### src/sv/etfs_pkg.sv
// ----------------------------------------------------------------------------
// etfs_pkg
// Shared types, constants and saturation helper for the Euler transfer
// function simulator.
// ----------------------------------------------------------------------------
package etfs_pkg;

  localparam int ORDER     = 8;
  localparam int FRAC_BITS = 16;
  localparam int Q_W       = 32;
  localparam int IDX_W     = (ORDER > 1) ? $clog2(ORDER) : 1;
  localparam int ACC_W     = Q_W + 8;
  localparam int ORD_W     = 4;
  localparam int CFG_IDX_W = 3;

  typedef logic signed [Q_W-1:0]   q_t;
  typedef logic signed [ACC_W-1:0] acc_t;
  typedef logic [IDX_W-1:0]        idx_t;

  localparam logic CMD_EXCITE = 1'b0;
  localparam logic CMD_LOAD   = 1'b1;

  typedef enum logic [CFG_IDX_W-1:0] {
    REG_ORDER   = 3'd0,
    REG_STEP    = 3'd1,
    REG_GAIN    = 3'd2,
    REG_OUT_MIN = 3'd3,
    REG_OUT_MAX = 3'd4
  } reg_idx_t;

  localparam logic [ORD_W-1:0] ORDER_RST   = 4'd1;
  localparam q_t               STEP_RST    = 32'sd65536;
  localparam q_t               GAIN_RST    = 32'sd0;
  localparam q_t               OUT_MIN_RST = -32'sd6553600;
  localparam q_t               OUT_MAX_RST = 32'sd6553600;

  localparam logic signed [63:0] Q_HI = 64'sd2147483647;
  localparam logic signed [63:0] Q_LO = -64'sd2147483648;

  typedef struct packed {
    logic en;
    idx_t addr;
    q_t   fb;
    q_t   num;
  } coef_wr_t;

  typedef struct packed {
    logic en;
    idx_t addr;
    q_t   data;
  } state_wr_t;

  function automatic q_t sat_q(input logic signed [63:0] v);
    q_t r;
    if (v > Q_HI) begin
      r = q_t'(Q_HI);
    end else if (v < Q_LO) begin
      r = q_t'(Q_LO);
    end else begin
      r = q_t'(v);
    end
    return r;
  endfunction

endpackage

### src/sv/etfs_mac.sv
// ----------------------------------------------------------------------------
// etfs_mac
// Shared fixed point multiplier: registered 64-bit product, then floor
// shift by the fraction width and saturation to the Q format.
// ----------------------------------------------------------------------------
module etfs_mac (
  input  logic          clk,
  input  etfs_pkg::q_t  op_a,
  input  etfs_pkg::q_t  op_b,
  output etfs_pkg::q_t  q
);
  import etfs_pkg::*;

  logic signed [63:0] prod;

  always_ff @(posedge clk) begin
    prod <= 64'(op_a) * 64'(op_b);
  end

  assign q = sat_q(prod >>> FRAC_BITS);

endmodule

### config.mk
export PLATFORM = sky130hd
export DESIGN_NAME = etfs_mac
export DESIGN_NICKNAME = d
export VERILOG_FILES = /design/src/sv/etfs_pkg.sv /design/src/sv/etfs_mac.sv
export SDC_FILE = /design/constraint.sdc
export NUM_CORES = 2
export LEC_CHECK = 0
export ABC_AREA = 1
export BUFFER_PORTS_ARGS = -buffer_cell sky130_fd_sc_hd__buf_2
export CORE_MARGIN = 4
export CORE_UTILIZATION = 49
export DETAILED_ROUTE_END_ITERATION = 12
export PLACE_DENSITY = 0.63
export SYNTH_ARGS = -nofsm -noshare
export SYNTH_HDL_FRONTEND = slang
export SYNTH_SLANG_ARGS = --single-unit
### constraint.sdc
create_clock -name clk -period 12.3 [get_ports clk]
set_clock_uncertainty 0.2 [all_clocks]
set_input_delay 0.615 -clock clk [delete_from_list [all_inputs] [get_ports clk]]
set_output_delay 0.615 -clock clk [all_outputs]
set_load 0.02 [all_outputs]
# [Word level (Yosys, flattened, before mapping)]
# Index checks and enable logic that the tools add are counted.
[totals] latchBits=0 inputBits=65 mem_bits_ro=0 ram_bits=0 mem_count=0 regBits=64 elab_cells=6
[classes] n_div=0 n_lt_le_gt_ge=2 mul=1 addsub=0 n_reduce_logical=0 shifts=0 bitwise_logic=0 mux=2 n_eq_ne=0
[op_table] operator="$mul A32 B32 Y64" count=1
[op_table] operator="$mux W32" count=2
[op_table] operator="$gt A48 B32 Y1 const B" count=1
[op_table] operator="$lt A48 B32 Y1 const B" count=1

# [Logic depth before layout (Yosys ltp)]
[depth] depth_word=3 mapped_depth=32 mapped_depth_nobuf=31

# [Worst setup path after synthesis]
# OpenSTA, ideal clock, no wires.
[synth_path] path_kind="input -> register" start="input op_a[31]" end="register prod[61]" t_arrival_ps=7170 path_buffers=1 path_stages=27 path_slack_ps=4818 cell_sequence="clkbuf_1 -> nand2_1 -> inv_1 -> fa_1 -> inv_1 -> fa_1 -> inv_1 -> fa_1 -> fa_1 -> inv_1 -> fa_1 -> inv_1 -> fa_1 -> inv_1 -> fa_1 -> inv_1 -> fa_1 -> ha_1 -> nand2_1 -> nor2_1 -> inv_1 -> nor2_1 -> nand2_1 -> nor3_1 -> nand2_1 -> nand3_1 -> nand2_1"
[synth_between] elab_chain_cells=1
[synth_lines] item="start: declaration" line="etfs_mac.sv:8" rtl="input etfs_pkg::q_t op_a,"
[synth_lines] item="$mul A32 B32 Y64" line="etfs_mac.sv:17" rtl="prod <= 64'(op_a) * 64'(op_b);"
[synth_lines] item="end signal: assignment" line="etfs_mac.sv:17"
[synth_lines] item="end: declaration" line="etfs_mac.sv:14" rtl="logic signed [63:0] prod;"
# Every way passes these cells.

# [Worst setup path in the final report]
# Same ends and word-level chain as after synthesis.

==> impl_metrics.env <==
export IMPL_drt_iter0_drc=1882
export IMPL_synth_cell_area_um2=39600
export IMPL_dp_hpwl_um=89900
export IMPL_cap_violations=0
export IMPL_endpoint_kind="flip-flop"
export IMPL_start_util_pct=49.4
export IMPL_final_common_cell="inv_1"
export IMPL_start_kind="primary input"
export IMPL_ys_seq_area_share_pct=2.42
export IMPL_layout_common_cells="inv_1, nand2_1, fa_1, ha_1, nor2_1"
export IMPL_relSlewSlack_pct=29.8
export IMPL_cts_buffers=5
export IMPL_drive_above_1_share_pct=3.31
export IMPL_outcome="finished, final reports clean"
export IMPL_die_area_um2=85500
export IMPL_syn_inst=5085
export IMPL_path_max_fanout=32
export IMPL_tns_ps=0
export IMPL_coreArea_um2=80300
export IMPL_cpMaxStageDelayCell="fa_1"
export IMPL_crit_required_ps=12310
export IMPL_gp_routability_congestion=0.972
export IMPL_fin_crit_sh_pct=68.7
export IMPL_clockRootBuffer="clkbuf_16"
export IMPL_maxSlewViolCount=0
export IMPL_antenna_found_initial=4
export IMPL_grt_pass1_vias=32958
export IMPL_ctsHoldBuffers=0
export IMPL_rsz0062_at_grt="no"
export IMPL_critical_path_class="primary input to flip-flop"
export IMPL_viasPerCell=4.95
export IMPL_row_count=104
export IMPL_largest_register_ffs=48
export IMPL_worst_pin_slew_ps=1050
export IMPL_io_pins=97
export IMPL_post_cts_resized=0
export IMPL_max_freq_ghz=0.118
export IMPL_cts_sinks=48
export IMPL_clk_pin_slew_ps=70
export IMPL_final_util_pct=51.1
export IMPL_grt_overflow_total=0
export IMPL_track_usage_pct=25.7
export IMPL_hold_path_class="primary input to flip-flop"
export IMPL_clk_path_buf_depth=2
export IMPL_post_drt_wl_per_cell_um=17.2
export IMPL_grt_pass1_wl_um=175000
export IMPL_setup_viol_count_final=0
export IMPL_postCtsSetupBuffers=0
export IMPL_critPathArrivalTime_ps=8450
export IMPL_htreeDepth=2
export IMPL_hold_viol_final=0
export IMPL_io_buffers=96
export IMPL_die_width_um=292
export IMPL_layout_nets=6336
export IMPL_finalCriticalPeriod_ps=8440
export IMPL_drt_pass1_iterations=6
export IMPL_reg_largest_list="prod: 48 flops"
export IMPL_synth_seq_cells=48
export IMPL_grt_max_degree=33
export IMPL_hold_depth=9
export IMPL_drc=0
export IMPL_ys_warn_count=0
export IMPL_largest_register="prod"
export IMPL_slowest_delay_ps=910
export IMPL_num_vias=30089
export IMPL_antenna_left=0
export IMPL_avgSynthCellArea_um2=7.79
export IMPL_area_growth_pct=3.54
export IMPL_syn_num_nets=6411
export IMPL_finalWirelength_um=105000
export IMPL_cts_tree="yes"
export IMPL_chipHeight_um=292
export IMPL_ys_types=33
## final timing paths
| check | startpoint | end | slack (ps) |
|---|---|---|---|
| setup / recovery | op_a[31] | prod[61] | 3860 |
| hold / removal | op_b[0] | prod[41] | 1170 |
## synthesized netlist by cell type (all sizes together)
cell type  number  share of area [%]
a21boi          1              0.019
a21o            1              0.019
a21oi          74               0.93
and3            1              0.016
buf             6              0.076
clkbuf        193                1.8
clkinv          2              0.019
dfxtp          48                2.4
fa           1081                 55
ha            180                5.7
inv          1665                 16
nand2        1498                 14
nand3          61               0.77
nand3b          3              0.057
nand4          13               0.21
nor2          153                1.5
nor3           10               0.18
nor4           11               0.23
o21a            1              0.019
o21ai          39               0.49
o21bai         10               0.19
o41ai           1              0.041
or2             8               0.13
xnor2           1              0.022
xor2           24               0.53
## cells by family (layout without fill, tap and decap cells)
| family | after synthesis | count (layout) | synth area share [%] |
|---|---|---|---|
| AND/OR/NAND/NOR | 1758 | 1758 | 17.3 |
| other | 0 | 3 | 0 |
| adder cells (fa/ha/maj) | 1261 | 1261 | 60.3 |
| AO/OA/AOI/OAI | 127 | 127 | 1.71 |
| flip-flops | 48 | 48 | 2.42 |
| buffers and inverters | 1866 | 1792 | 17.7 |
| XOR/XNOR | 25 | 25 | 0.553 |
## final cells by class
| type | count | area, um2 |
|---|---|---|
| Antenna cell | 3 | 7.51 |
| Clock buffer | 5 | 125 |
| Clock inverter | 3 | 46.3 |
| Fill cell | 7873 | 39300 |
| Inverter | 1667 | 6260 |
| Multi-Input combinational cell | 3171 | 31700 |
| Sequential cell | 48 | 961 |
| Tap cell | 1060 | 1330 |
| Timing Repair Buffer | 117 | 638 |
## routing by layer
layer	wire (um)	track usage (%)
met4	2990	6.37
met2	54900	47.1
met3	4910	2.22
met5	0	0
met1	41800	33.0
## critical path: cells and delay by family
family	cells	cell delay (ps)
buffers and inverters	9	1740
and+or+nand+nor	9	1310
adders and majority gates	9	4730
## metrics by stage
stage	setup slack [ps]	instances	instance area (um2)	hold WS (ps)
2_1_floorplan	4820	5085	39600	850
3_3_place_gp	3660	6063	40900	927
3_5_place_dp	3550	6063	40900	930
4_1_cts	3830	6071	41000	1160
5_1_grt	3270	6073	41000	1240
6_report	3860	6074	41000	1170
Power is not shown: default switching activity piles up to over one toggle a cycle in this logic, so the estimate is an artifact.
