$ cat src/sv/etfs_pkg.sv
// ----------------------------------------------------------------------------
// etfs_pkg
// Shared types, constants and saturation helper for the Euler transfer
// function simulator.
// ----------------------------------------------------------------------------
package etfs_pkg;

  localparam int ORDER     = 8;
  localparam int FRAC_BITS = 16;
  localparam int Q_W       = 32;
  localparam int IDX_W     = (ORDER > 1) ? $clog2(ORDER) : 1;
  localparam int ACC_W     = Q_W + 8;
  localparam int ORD_W     = 4;
  localparam int CFG_IDX_W = 3;

  typedef logic signed [Q_W-1:0]   q_t;
  typedef logic signed [ACC_W-1:0] acc_t;
  typedef logic [IDX_W-1:0]        idx_t;

  localparam logic CMD_EXCITE = 1'b0;
  localparam logic CMD_LOAD   = 1'b1;

  typedef enum logic [CFG_IDX_W-1:0] {
    REG_ORDER   = 3'd0,
    REG_STEP    = 3'd1,
    REG_GAIN    = 3'd2,
    REG_OUT_MIN = 3'd3,
    REG_OUT_MAX = 3'd4
  } reg_idx_t;

  localparam logic [ORD_W-1:0] ORDER_RST   = 4'd1;
  localparam q_t               STEP_RST    = 32'sd65536;
  localparam q_t               GAIN_RST    = 32'sd0;
  localparam q_t               OUT_MIN_RST = -32'sd6553600;
  localparam q_t               OUT_MAX_RST = 32'sd6553600;

  localparam logic signed [63:0] Q_HI = 64'sd2147483647;
  localparam logic signed [63:0] Q_LO = -64'sd2147483648;

  typedef struct packed {
    logic en;
    idx_t addr;
    q_t   fb;
    q_t   num;
  } coef_wr_t;

  typedef struct packed {
    logic en;
    idx_t addr;
    q_t   data;
  } state_wr_t;

  function automatic q_t sat_q(input logic signed [63:0] v);
    q_t r;
    if (v > Q_HI) begin
      r = q_t'(Q_HI);
    end else if (v < Q_LO) begin
      r = q_t'(Q_LO);
    end else begin
      r = q_t'(v);
    end
    return r;
  endfunction

endpackage

$ cat src/sv/etfs_store.sv
// ----------------------------------------------------------------------------
// etfs_store
// Coefficient tables and state vector memories with registered reads.
// State entries read as zero until written after reset.
// ----------------------------------------------------------------------------
module etfs_store (
  input  logic                clk,
  input  logic                rst,
  input  etfs_pkg::coef_wr_t  coef_wr,
  input  etfs_pkg::idx_t      coef_raddr,
  output etfs_pkg::q_t        coef_fb,
  output etfs_pkg::q_t        coef_num,
  input  etfs_pkg::state_wr_t st_wr,
  input  etfs_pkg::idx_t      st_raddr,
  output etfs_pkg::q_t        st_rdata
);
  import etfs_pkg::*;

  q_t               fb_mem  [ORDER];
  q_t               num_mem [ORDER];
  q_t               st_mem  [ORDER];
  logic [ORDER-1:0] st_valid;
  q_t               st_q;
  logic             st_q_valid;

  always_ff @(posedge clk) begin
    if (coef_wr.en) begin
      fb_mem[coef_wr.addr]  <= coef_wr.fb;
      num_mem[coef_wr.addr] <= coef_wr.num;
    end
    coef_fb  <= fb_mem[coef_raddr];
    coef_num <= num_mem[coef_raddr];
  end

  always_ff @(posedge clk) begin
    if (st_wr.en) begin
      st_mem[st_wr.addr] <= st_wr.data;
    end
    st_q <= st_mem[st_raddr];
  end

  always_ff @(posedge clk) begin
    if (rst) begin
      st_valid   <= '0;
      st_q_valid <= 1'b0;
    end else begin
      if (st_wr.en) begin
        st_valid[st_wr.addr] <= 1'b1;
      end
      st_q_valid <= st_valid[st_raddr];
    end
  end

  assign st_rdata = st_q_valid ? st_q : '0;

endmodule

$ cat config.mk
export PLATFORM = sky130hd
export DESIGN_NAME = etfs_store
export DESIGN_NICKNAME = d
export VERILOG_FILES = /design/src/sv/etfs_pkg.sv /design/src/sv/etfs_store.sv
export SDC_FILE = /design/constraint.sdc
export NUM_CORES = 1
export LEC_CHECK = 0
export BUFFER_PORTS_ARGS = -buffer_cell sky130_fd_sc_hd__buf_2
export CORE_MARGIN = 2
export CORE_UTILIZATION = 40
export DETAILED_ROUTE_END_ITERATION = 7
export GPL_ROUTABILITY_DRIVEN = 1
export MAX_ROUTING_LAYER = met4
export PLACE_DENSITY = 0.56
export RECOVER_POWER = 25
export SKIP_CTS_REPAIR_TIMING = 1
export SLEW_MARGIN = 5
export SYNTH_ARGS = -nofsm -noshare
export SYNTH_HDL_FRONTEND = slang
export SYNTH_SLANG_ARGS = --single-unit
$ cat constraint.sdc
create_clock -name clk -period 17.6 [get_ports clk]
set_clock_uncertainty 0.2 [all_clocks]
set_input_delay 0.88 -clock clk [delete_from_list [all_inputs] [get_ports clk]]
set_output_delay 0.88 -clock clk [all_outputs]
set_load 0.005 [all_outputs]
* After elaboration in Yosys (flattened, before gate mapping) *
Memory sizes are Yosys's and may differ from the RTL's. A register that Yosys moved wholly into a read port is not among the register bits.
Cells that the tools add are included.

cells by class
  order comparisons = 3
  multiplexer cells = 9
  bitwise gates (word level) = 1
  reductions and logical operators = 1

operators with widths
  cell                                                 number
  two-way mux 32 bit                                   1
  < comparator 3 x 4 -> 1 bit, second input constant   2
  OR 8 bit                                             1
  two-way mux 1 bit                                    6
  binary-select mux 1 bit (select 3 bit)               1
  demux 1 bit (select 3 bit)                           1
  >= comparator 3 x 1 -> 1 bit, second input constant  1
  logical AND 1 bit                                    1

storage, ports and cells
  register bits = 9
  memory bits (writable) = 768
  input port bits = 112
  output and inout bits = 96
  word-level logic and storage cells = 19
  memories kept = 3

memory list
  memory   words  bits a word  read ports  clocked after Yosys merged registers in  wr ports  RTL line          RTL
  fb_mem   8      32           1           1                                        1         etfs_store.sv:19  q_t fb_mem [ORDER];
  num_mem  8      32           1           1                                        1         etfs_store.sv:20  q_t num_mem [ORDER];
  st_mem   8      32           1           1                                        1         etfs_store.sv:21  q_t st_mem [ORDER];

* Logic depth before layout (Yosys ltp) *
Gate-level depths: netlist of run 1.

  depth after elaboration = 5
  depth in mapped cells = 5
  gate-level depth less buffers = 3

* Least setup slack after synthesis of run 1 *
Ideal clock, no wire load.

  path type = input to register
  start point = in coef_wr[65] (netlist bit)
  end point = mem fb_mem[0][0] (netlist bit), enable pin
  setup time = 0.565 ns
  arrival time = 5.409 ns
  data required time = 16.835 ns
  slack = 11.425 ns
  cell stages on the path = 2
  path buffers = 0
  cells stage by stage = nand2b_1 nor3_1

RTL lines
  what         RTL line          RTL
  from (decl)  etfs_store.sv:9   input etfs_pkg::coef_wr_t coef_wr,
  to (decl)    etfs_store.sv:19

Straight into the memory's write port.

==> flow_metrics.env, run 1 <==
export IMPL_outcome="completed"
export IMPL_drive_gt1_share_pct=36.9
export IMPL_dp_cells=2512
export IMPL_cp_slowest_cell="buf_4"
export IMPL_rr_worst_depth=2
export IMPL_min_to="st_valid[5]"
export IMPL_areaGrowthSynthToFinish_pct=16.9
export IMPL_io_pin_count=208
export IMPL_drt_pass1_iter_count=5
export IMPL_grt_pass1_vias=14700
export IMPL_globalRoute_totalOverflow=0
export IMPL_cts_tree="yes"
export IMPL_final_fill_count=6494
export IMPL_synth_top_area_share_pct=73.5
export IMPL_netlist_top_cells_area="edfxtp_1 (73%), mux4_2 (14%), dfxtp_1 (6.7%), mux2_2 (3.4%), and2_1 (0.64%)"
export IMPL_r2r_setup_slack_ps=16150
export IMPL_synth_edff_count=768
export IMPL_path_class="in2reg"
export IMPL_ys_ff_latch=873
export IMPL_crit_required_ps=17920
export IMPL_drc_errors=0
export IMPL_rr_startpoint="fb_mem[3][9]"
export IMPL_place_hpwl_um=33400
export IMPL_netlist_top_cells_count="edfxtp_1 (768), mux4_2 (193), dfxtp_1 (105), mux2_2 (96), and2_1 (32)"
export IMPL_clk_pin_slew_ps=60
export IMPL_arrival_ps=3850
export IMPL_row_count=102
export IMPL_die_x_um=284
export IMPL_port_buffers=207
export IMPL_cts_root_buf="clkbuf_16"
export IMPL_slew_violations=0
export IMPL_num_vias=13500
export IMPL_finalPower_mw=4.48
export IMPL_power_density_nw_per_um2=122
export IMPL_finalWirelength_um=62100
export IMPL_synth_nets=1406
export IMPL_final_cells=2694
export IMPL_crit_top_cell="buf_4"
export IMPL_synthFlopType="edfxtp_1"
export IMPL_yosysMostFrequentCell="edfxtp_1"
export IMPL_min_path_type="reg2reg"
export IMPL_gp_congestion=0.708
export IMPL_holdPathStages=2
export IMPL_antenna_found_initial=10
export IMPL_power_leakage_nw=12.0
export IMPL_die_h_um=284
export IMPL_rsz0062_at_grt="false"
export IMPL_finalCritPeriodShare_pct=20.0
export IMPL_setup_viol=0
export IMPL_start_util_pct=40.5
export IMPL_drv_cap=0
export IMPL_via_per_inst=5.03
export IMPL_crit_path_end_kind="register"
export IMPL_crit_path_start_kind="primary input"
export IMPL_wl_per_cell_um=23.1
export IMPL_track_usage_pct=16.0
export IMPL_crit_chain="clkbuf_8 > buf_4 > buf_4 > mux4_2 > mux2_2"
export IMPL_period_needed_ps=3520
export IMPL_tns_ps=0
export IMPL_critPathMaxStageDelay_ps=870
export IMPL_clkLatencyLatePin_ps=650
export IMPL_grt_max_degree=68
export IMPL_yosysTopAreaCell="edfxtp_1"
export IMPL_fmax_ghz=0.284
export IMPL_timing_rr_end="coef_fb[9]"
export IMPL_syn_area_um2=31400
export IMPL_grt_first_pass_wirelength_um=93700
export IMPL_core_um2=77600
export IMPL_synth_warnings=0
export IMPL_synth_cell_types=23
export IMPL_vdd_ir_drop_max_uv=74.6
export IMPL_avgSynthCellArea_um2=24.3
export IMPL_worstMarginPinSlew_ps=1080
export IMPL_dpl_cell_area_um2=33700
export IMPL_clk_path_buf_depth=3
export IMPL_drt_initial_drc_count=810
export IMPL_synthArstFlopShare_pct=0
export IMPL_hp_start="st_valid[5]"
export IMPL_design_area_um2=36700
export IMPL_crit_fanout=53
export IMPL_htree_levels=3
export IMPL_cts_sinks=873
export IMPL_drtAntennaViolNets=0
export IMPL_finalHoldViolations=0
export IMPL_nets=1677
export IMPL_cts_buffers=91
export IMPL_synthCells=1294
export IMPL_seq_area_frac_synth_pct=80.2
export IMPL_dieArea_um2=80700
export IMPL_slew_limit_headroom_pct=27.9
## registers in the layout, summed over array words and instances (netlist names)
signal      cells
st_valid        8
st_q           32
coef_num       32
coef_fb        32
num_mem       256
st_q_valid      1
st_mem        256
fb_mem        256
## layout make-up
type | count | area [µm²] | area share [%]
Sequential cell | 873 | 25200 | 68.6
Multi-Input combinational cell | 363 | 5980 | 16.3
Clock buffer | 136 | 2590 | 7.05
Tap cell | 1040 | 1300 | 3.55
Timing Repair Buffer | 235 | 1180 | 3.21
Clock inverter | 36 | 448 | 1.22
Antenna cell | 10 | 25.0 | 0.0682
Inverter | 1 | 3.75 | 0.0102
## report_power, final
part	switching (mW)	internal, mW
clock network	0.787	1.12
registers	0.0221	2.34
logic	0.111	0.101
## stage by stage
step | worst slack [ps] | utilization [%] | hold WS [ps]
finish | 14080 | 47.3 | 278
global route | 13770 | 47.3 | 294
CTS | 13960 | 47.4 | 254
detailed placement | 13250 | 43.5 | 269
global placement | 13270 | 43.5 | 245
floorplan | 11430 | - | 235
## metal layers
layer / global-route usage, % / vias up / wire length (µm)
met5: - / - / 0
met4: 4.34 / 0 / 1270
met3: 4.18 / 100 / 3490
met2: 26.5 / 299 / 31200
met1: 19.7 / 7171 / 26100
li1: - / 5977 / -
## worst max path at each step
| stage | start | end | slack [ps] | cells past startpoint |
|---|---|---|---|---|
| after floorplan | coef_wr[65] | fb_mem[0][0] | 11430 | 2 |
| after global placement | coef_raddr[0] | coef_num[15] | 13270 | 5 |
| after detailed placement | coef_raddr[0] | coef_num[19] | 13250 | 5 |
| after CTS | coef_raddr[0] | coef_num[19] | 13960 | 5 |
| after global routing | coef_raddr[0] | coef_num[16] | 13770 | 5 |
| final | coef_raddr[0] | coef_num[12] | 14080 | 5 |
## cell families (layout without fill, tap and decap cells)
group	after synthesis	after routing	synth area share (%)
muxes	291	291	17.4
DFF	873	873	80.2
and+or+nand+nor	67	67	1.20
buffers and inverters	58	408	1.14
other	0	10	0
AOI/OAI and AO/OA	5	5	0.147
## critical path: cells and delay by family
kind	cells	cell delay [ps]
muxes	2	860
buffers and inverters	3	2040
## cells in the final DEF (no fill, tap or decap), types with 4 or more instances in the layout
cell and instances:
edfxtp_1 768, mux4_2 193, buf_2 134, dfxtp_1 104
clkbuf_1 101, mux2_2 96, clkbuf_16 92, and2_1 32
buf_4 31, clkbuf_8 13, nor2_1 12, clkinv_2 12
diode_2 10, clkinv_1 8, nor2_4 7, bufinv_16 6
nand2_1 4
No activity file was read; power rests on OpenSTA's default activity.
==> inputs of run 2 (changes only) <==
--- a/config.mk
+++ b/config.mk
@@ -11,7 +11,7 @@
 export DETAILED_ROUTE_END_ITERATION = 7
 export GPL_ROUTABILITY_DRIVEN = 1
 export MAX_ROUTING_LAYER = met4
-export PLACE_DENSITY = 0.56
+export PLACE_DENSITY = 0.58
 export RECOVER_POWER = 25
 export SKIP_CTS_REPAIR_TIMING = 1
 export SLEW_MARGIN = 5
==> constraint.sdc (replaced) <==
create_clock -name clk -period 2.9 [get_ports clk]
set_clock_uncertainty 0.2 [all_clocks]
set_input_delay 0.145 -clock clk [delete_from_list [all_inputs] [get_ports clk]]
set_output_delay 0.145 -clock clk [all_outputs]
set_load 0.005 [all_outputs]
==> run 2 against run 1 <==
Net effect: clock power rose to 6.0 times the previous value; sequential share of layout area down 2.6 points; total power rose to 6.1 times the previous value; highest routed layer unchanged.
==> flow_metrics.env, run 2 (synthesized netlist as in run 1, its figures left out) <==
export IMPL_outcome="completed"
export IMPL_drtAntennaViolNets=0
export IMPL_power_leakage_nw=12.6
export IMPL_via_per_inst=5.01
export IMPL_rr_startpoint="num_mem[6][5]"
export IMPL_fmax_ghz=0.468
export IMPL_min_to="st_mem[2][20]"
export IMPL_crit_fanout=23
export IMPL_nets=1802
export IMPL_worstMarginPinSlew_ps=725
export IMPL_min_path_type="in2reg"
export IMPL_holdPathStages=3
export IMPL_drc_errors=0
export IMPL_globalRoute_totalOverflow=0
export IMPL_crit_path_end_kind="primary output"
export IMPL_drive_gt1_share_pct=35.6
export IMPL_reg_top3="fb_mem x256, num_mem x256, st_mem x256"
export IMPL_areaGrowthSynthToFinish_pct=21.4
export IMPL_timing_rr_end="coef_num[5]"
export IMPL_dieArea_um2=80700
export IMPL_final_fill_count=6383
export IMPL_port_buffers=207
export IMPL_cts_tree="yes"
export IMPL_cts_sinks=873
export IMPL_finalPower_mw=27.2
export IMPL_rr_worst_depth=3
export IMPL_grt_pass1_vias=14800
export IMPL_gr_usage_met1_pct=19.3
export IMPL_cts_root_buf="clkbuf_16"
export IMPL_rsz0062_at_grt="false"
export IMPL_finalHoldViolations=0
export IMPL_crit_required_ps=2560
export IMPL_grt_max_degree=68
export IMPL_drt_initial_drc_count=709
export IMPL_slew_violations=0
export IMPL_multiInputGateArea_um2=6020
export IMPL_vdd_ir_drop_max_uv=472
export IMPL_arrival_ps=1790
export IMPL_fin_ws_ps=765
export IMPL_regArea_um2=25200
export IMPL_busiest_layer="met2"
export IMPL_dp_slack_ps=785
export IMPL_core_um2=77600
export IMPL_grt_first_pass_wirelength_um=92900
export IMPL_slew_limit_headroom_pct=51.7
export IMPL_row_count=102
export IMPL_die_x_um=284
export IMPL_antenna_found_initial=5
export IMPL_power_density_nw_per_um2=713
export IMPL_r2r_setup_slack_ps=960
export IMPL_start_util_pct=40.5
export IMPL_wl_per_cell_um=22.2
export IMPL_period_needed_ps=2140
export IMPL_track_usage_pct=15.9
export IMPL_gp_congestion=0.692
export IMPL_path_class="reg2out"
export IMPL_setup_viol=0
export IMPL_cts_buffers=91
export IMPL_final_cell_mix="edfxtp_1 (768), mux4_2 (193), buf_2 (142)"
export IMPL_crit_path_start_kind="register"
export IMPL_place_hpwl_um=33900
export IMPL_met3_usage_pct=3.28
export IMPL_drt_pass1_iter_count=5
export IMPL_crit_start="st_q_valid"
export IMPL_hp_start="st_wr[32]"
export IMPL_finalCritPeriodShare_pct=73.6
export IMPL_clkLatencyLatePin_ps=620
export IMPL_layout_commonest_cell="edfxtp_1"
export IMPL_drv_cap=0
export IMPL_finalWirelength_um=62200
export IMPL_clk_pin_slew_ps=60
export IMPL_io_pin_count=208
export IMPL_use_met2_pct=26.8
export IMPL_die_h_um=284
export IMPL_htree_levels=3
export IMPL_clk_path_buf_depth=3
export IMPL_num_vias=14100
==> run 2: worst max-delay path by stage <==
| stage | slack (ps) | to |
|---|---|---|
| 2_1_floorplan | -850 | fb_mem[4][0] |
| 3_3_place_gp | 790 | coef_fb[29] |
| 3_5_place_dp | 790 | coef_num[31] |
| 4_1_cts | 650 | st_rdata[15] |
| 5_1_grt | 610 | st_rdata[1] |
| 6_report | 760 | st_rdata[15] |
==> run 2: routing by layer <==
metal	vias up	wire length (µm)
li1	6216	-
met5	-	0
met3	102	2810
met2	295	32000
met1	7447	26000
met4	0	1440
==> run 2: worst max-delay path: stages, from the launching register on <==
cell     delay, ps
dfxtp_1        580
buf_12         230
and2_1         210
buf_2          140
==> run 2: power breakdown <==
group / total, mW / internal [mW] / leakage, nW / switching (mW)
Sequential: 14.3 / 14.2 / 7.86 / 0.134
Clock: 11.4 / 6.74 / 1.45 / 4.65
Combinational: 1.46 / 0.747 / 3.30 / 0.710
==> run 2: area by class of cell <==
cell class / count / area share [%]
flip-flops and latches: 873 / 66.0
multi-input cells: 363 / 15.8
repair buffers: 360 / 6.95
clock buffers: 119 / 6.38
well taps: 1040 / 3.41
clock inverters: 48 / 1.41
diodes: 5 / 0.0328
inverters: 1 / 0.00985
==> run 2: per-stage QoR <==
step	setup TNS (ps)	hold slack (ps)	std cells	cell area, µm²	util, %
final	0	2.51	2809	38100	49.1
after global routing	0	0.629	2809	38100	49.1
after CTS	0	-480	2694	37100	47.8
after detailed placement	0	213	2527	34100	44.0
after global placement	0	208	2527	34100	44.0
after floorplan	-108860	43.9	1294	31500	-
==> inputs of run 3 (changes only) <==
--- a/config.mk
+++ b/config.mk
@@ -11,7 +11,7 @@
 export DETAILED_ROUTE_END_ITERATION = 7
 export GPL_ROUTABILITY_DRIVEN = 1
 export MAX_ROUTING_LAYER = met4
-export PLACE_DENSITY = 0.58
+export PLACE_DENSITY = 0.56
 export RECOVER_POWER = 25
 export SKIP_CTS_REPAIR_TIMING = 1
 export SLEW_MARGIN = 5
==> constraint.sdc (replaced) <==
create_clock -name clk -period 2.2 [get_ports clk]
set_clock_uncertainty 0.2 [all_clocks]
set_input_delay 0.11 -clock clk [delete_from_list [all_inputs] [get_ports clk]]
set_output_delay 0.11 -clock clk [all_outputs]
set_load 0.005 [all_outputs]
==> run 3 against run 2 <==
Net effect: sequential power rose by 32%; clock-buffer cell count rose by 2; design area rose by 1.3%.
==> flow_metrics.env, run 3 (synthesized netlist as in run 1, its figures left out) <==
export IMPL_clk_path_buf_depth=3
export IMPL_clkLatencyLatePin_ps=640
export IMPL_reg_top3="fb_mem x256, num_mem x256, st_mem x256"
export IMPL_track_usage_pct=16.2
export IMPL_vdd_ir_drop_max_uv=637
export IMPL_final_cell_mix="edfxtp_1 (768), mux4_2 (193), buf_2 (143)"
export IMPL_gp_congestion=0.710
export IMPL_grt_first_pass_wirelength_um=94700
export IMPL_crit_required_ps=2290
export IMPL_design_area_um2=38600
export IMPL_start_util_pct=40.5
export IMPL_hold_slack_ps=105
export IMPL_slew_limit_headroom_pct=62.1
export IMPL_crit_chain="dlygate4sd3_1 > buf_2 > nand2b_4 > nor3_4 > dlygate4sd3_1 > buf_4 > buf_4"
export IMPL_cp_top_family="buffers and inverters"
export IMPL_drtAntennaViolNets=0
export IMPL_wl_met1_um=26500
export IMPL_outcome="completed"
export IMPL_cts_buffers=91
export IMPL_min_path_type="in2reg"
export IMPL_dpl_cell_area_um2=34400
export IMPL_final_cells=2841
export IMPL_finalHoldViolations=0
export IMPL_io_pin_count=208
export IMPL_drc_errors=0
export IMPL_final_fill_count=6339
export IMPL_layout_commonest_cell="edfxtp_1"
export IMPL_dp_slack_ps=347
export IMPL_cp_slowest_cell="dlygate4sd3_1"
export IMPL_crit_fanout=10
export IMPL_htree_levels=3
export IMPL_period_needed_ps=2090
export IMPL_fin_ws_ps=107
export IMPL_die_h_um=284
export IMPL_slew_violations=0
export IMPL_areaGrowthSynthToFinish_pct=23.0
export IMPL_arrival_ps=2180
export IMPL_port_buffers=207
export IMPL_routed_top_layer="met4"
export IMPL_met3_length_um=2960
export IMPL_cts_root_buf="clkbuf_16"
export IMPL_crit_path_end_kind="register"
export IMPL_grt_pass1_vias=15000
export IMPL_dieArea_um2=80700
export IMPL_via_per_inst=4.97
export IMPL_drv_cap=0
export IMPL_multiInputGateArea_um2=6040
export IMPL_globalRoute_totalOverflow=0
export IMPL_fmax_ghz=0.478
export IMPL_setup_viol=0
export IMPL_die_x_um=284
export IMPL_worstMarginPinSlew_ps=567
export IMPL_regArea_um2=25200
export IMPL_cts_tree="yes"
export IMPL_crit_path_start_kind="primary input"
export IMPL_power_density_nw_per_um2=941
export IMPL_final_core_util_pct=49.8
export IMPL_antenna_found_initial=4
export IMPL_clk_pin_slew_ps=60
export IMPL_row_count=102
export IMPL_drive_gt1_share_pct=37.0
export IMPL_dp_cells=2548
export IMPL_cts_sinks=873
export IMPL_rsz0062_at_grt="false"
export IMPL_core_um2=77600
export IMPL_finalPower_mw=36.3
export IMPL_drt_initial_drc_count=791
export IMPL_path_class="in2reg"
export IMPL_place_hpwl_um=36000
export IMPL_worst_path_buf_inv=5
export IMPL_critPathMaxStageDelay_ps=560
export IMPL_grt_max_degree=65
export IMPL_num_vias=14100
export IMPL_drt_pass1_iter_count=5
export IMPL_power_leakage_nw=12.8
export IMPL_finalWirelength_um=63600
export IMPL_nets=1829
export IMPL_tns_ps=0
export IMPL_finalCritPeriodShare_pct=95.1
export IMPL_dr_wl_met2_um=32500
export IMPL_wl_per_cell_um=22.4
## run 3: cell types whose count changed in the layout (fill, tap and decap cells not counted), sizes merged
cell         delta
buf            +22
clkinv          -7
clkinvlp        +6
dlygate4sd3     +6
inv             +3
clkbuf          +1
diode           +1
## run 3: routing by layer
| layer | vias up | global-route usage, % |
|---|---|---|
| met4 | 0 | 5.11 |
| met1 | 7416 | 20.0 |
| met3 | 111 | 3.15 |
| met2 | 323 | 27.3 |
| met5 | - | - |
| li1 | 6277 | - |
## run 3: report_power, final
group	internal, mW	leakage [nW]	switching (mW)
registers	18.7	7.86	0.172
clock network	9.13	1.49	6.35
logic	1.03	3.49	0.964
total	28.9	12.8	7.48
## run 3: worst paths after layout
check	from	end	slack (ps)	cells past startpoint
min	coef_wr[8]	num_mem[6][8]	100	2
min reg2reg	st_valid[6]	st_valid[6]	270	2
max	coef_wr[65]	fb_mem[0][14]	110	7
max reg2reg	st_valid[7]	st_q_valid	420	4
## run 3: final cells by class
| type | instances | area share [%] |
|---|---|---|
| flip-flops and latches | 873 | 65.1 |
| repair buffers | 387 | 7.78 |
| well taps | 1040 | 3.37 |
| inverters | 1 | 0.00972 |
| multi-input cells | 363 | 15.6 |
| clock buffers | 121 | 6.45 |
| diodes | 6 | 0.0389 |
| clock inverters | 50 | 1.56 |
## run 3: worst reg2reg max path, cell delays in order, from the launching register on
cell and delay, ps:
dfxtp_1 310, mux4_2 450, nor2_1 90, a311oi_1 40
dlygate4sd3_1 570
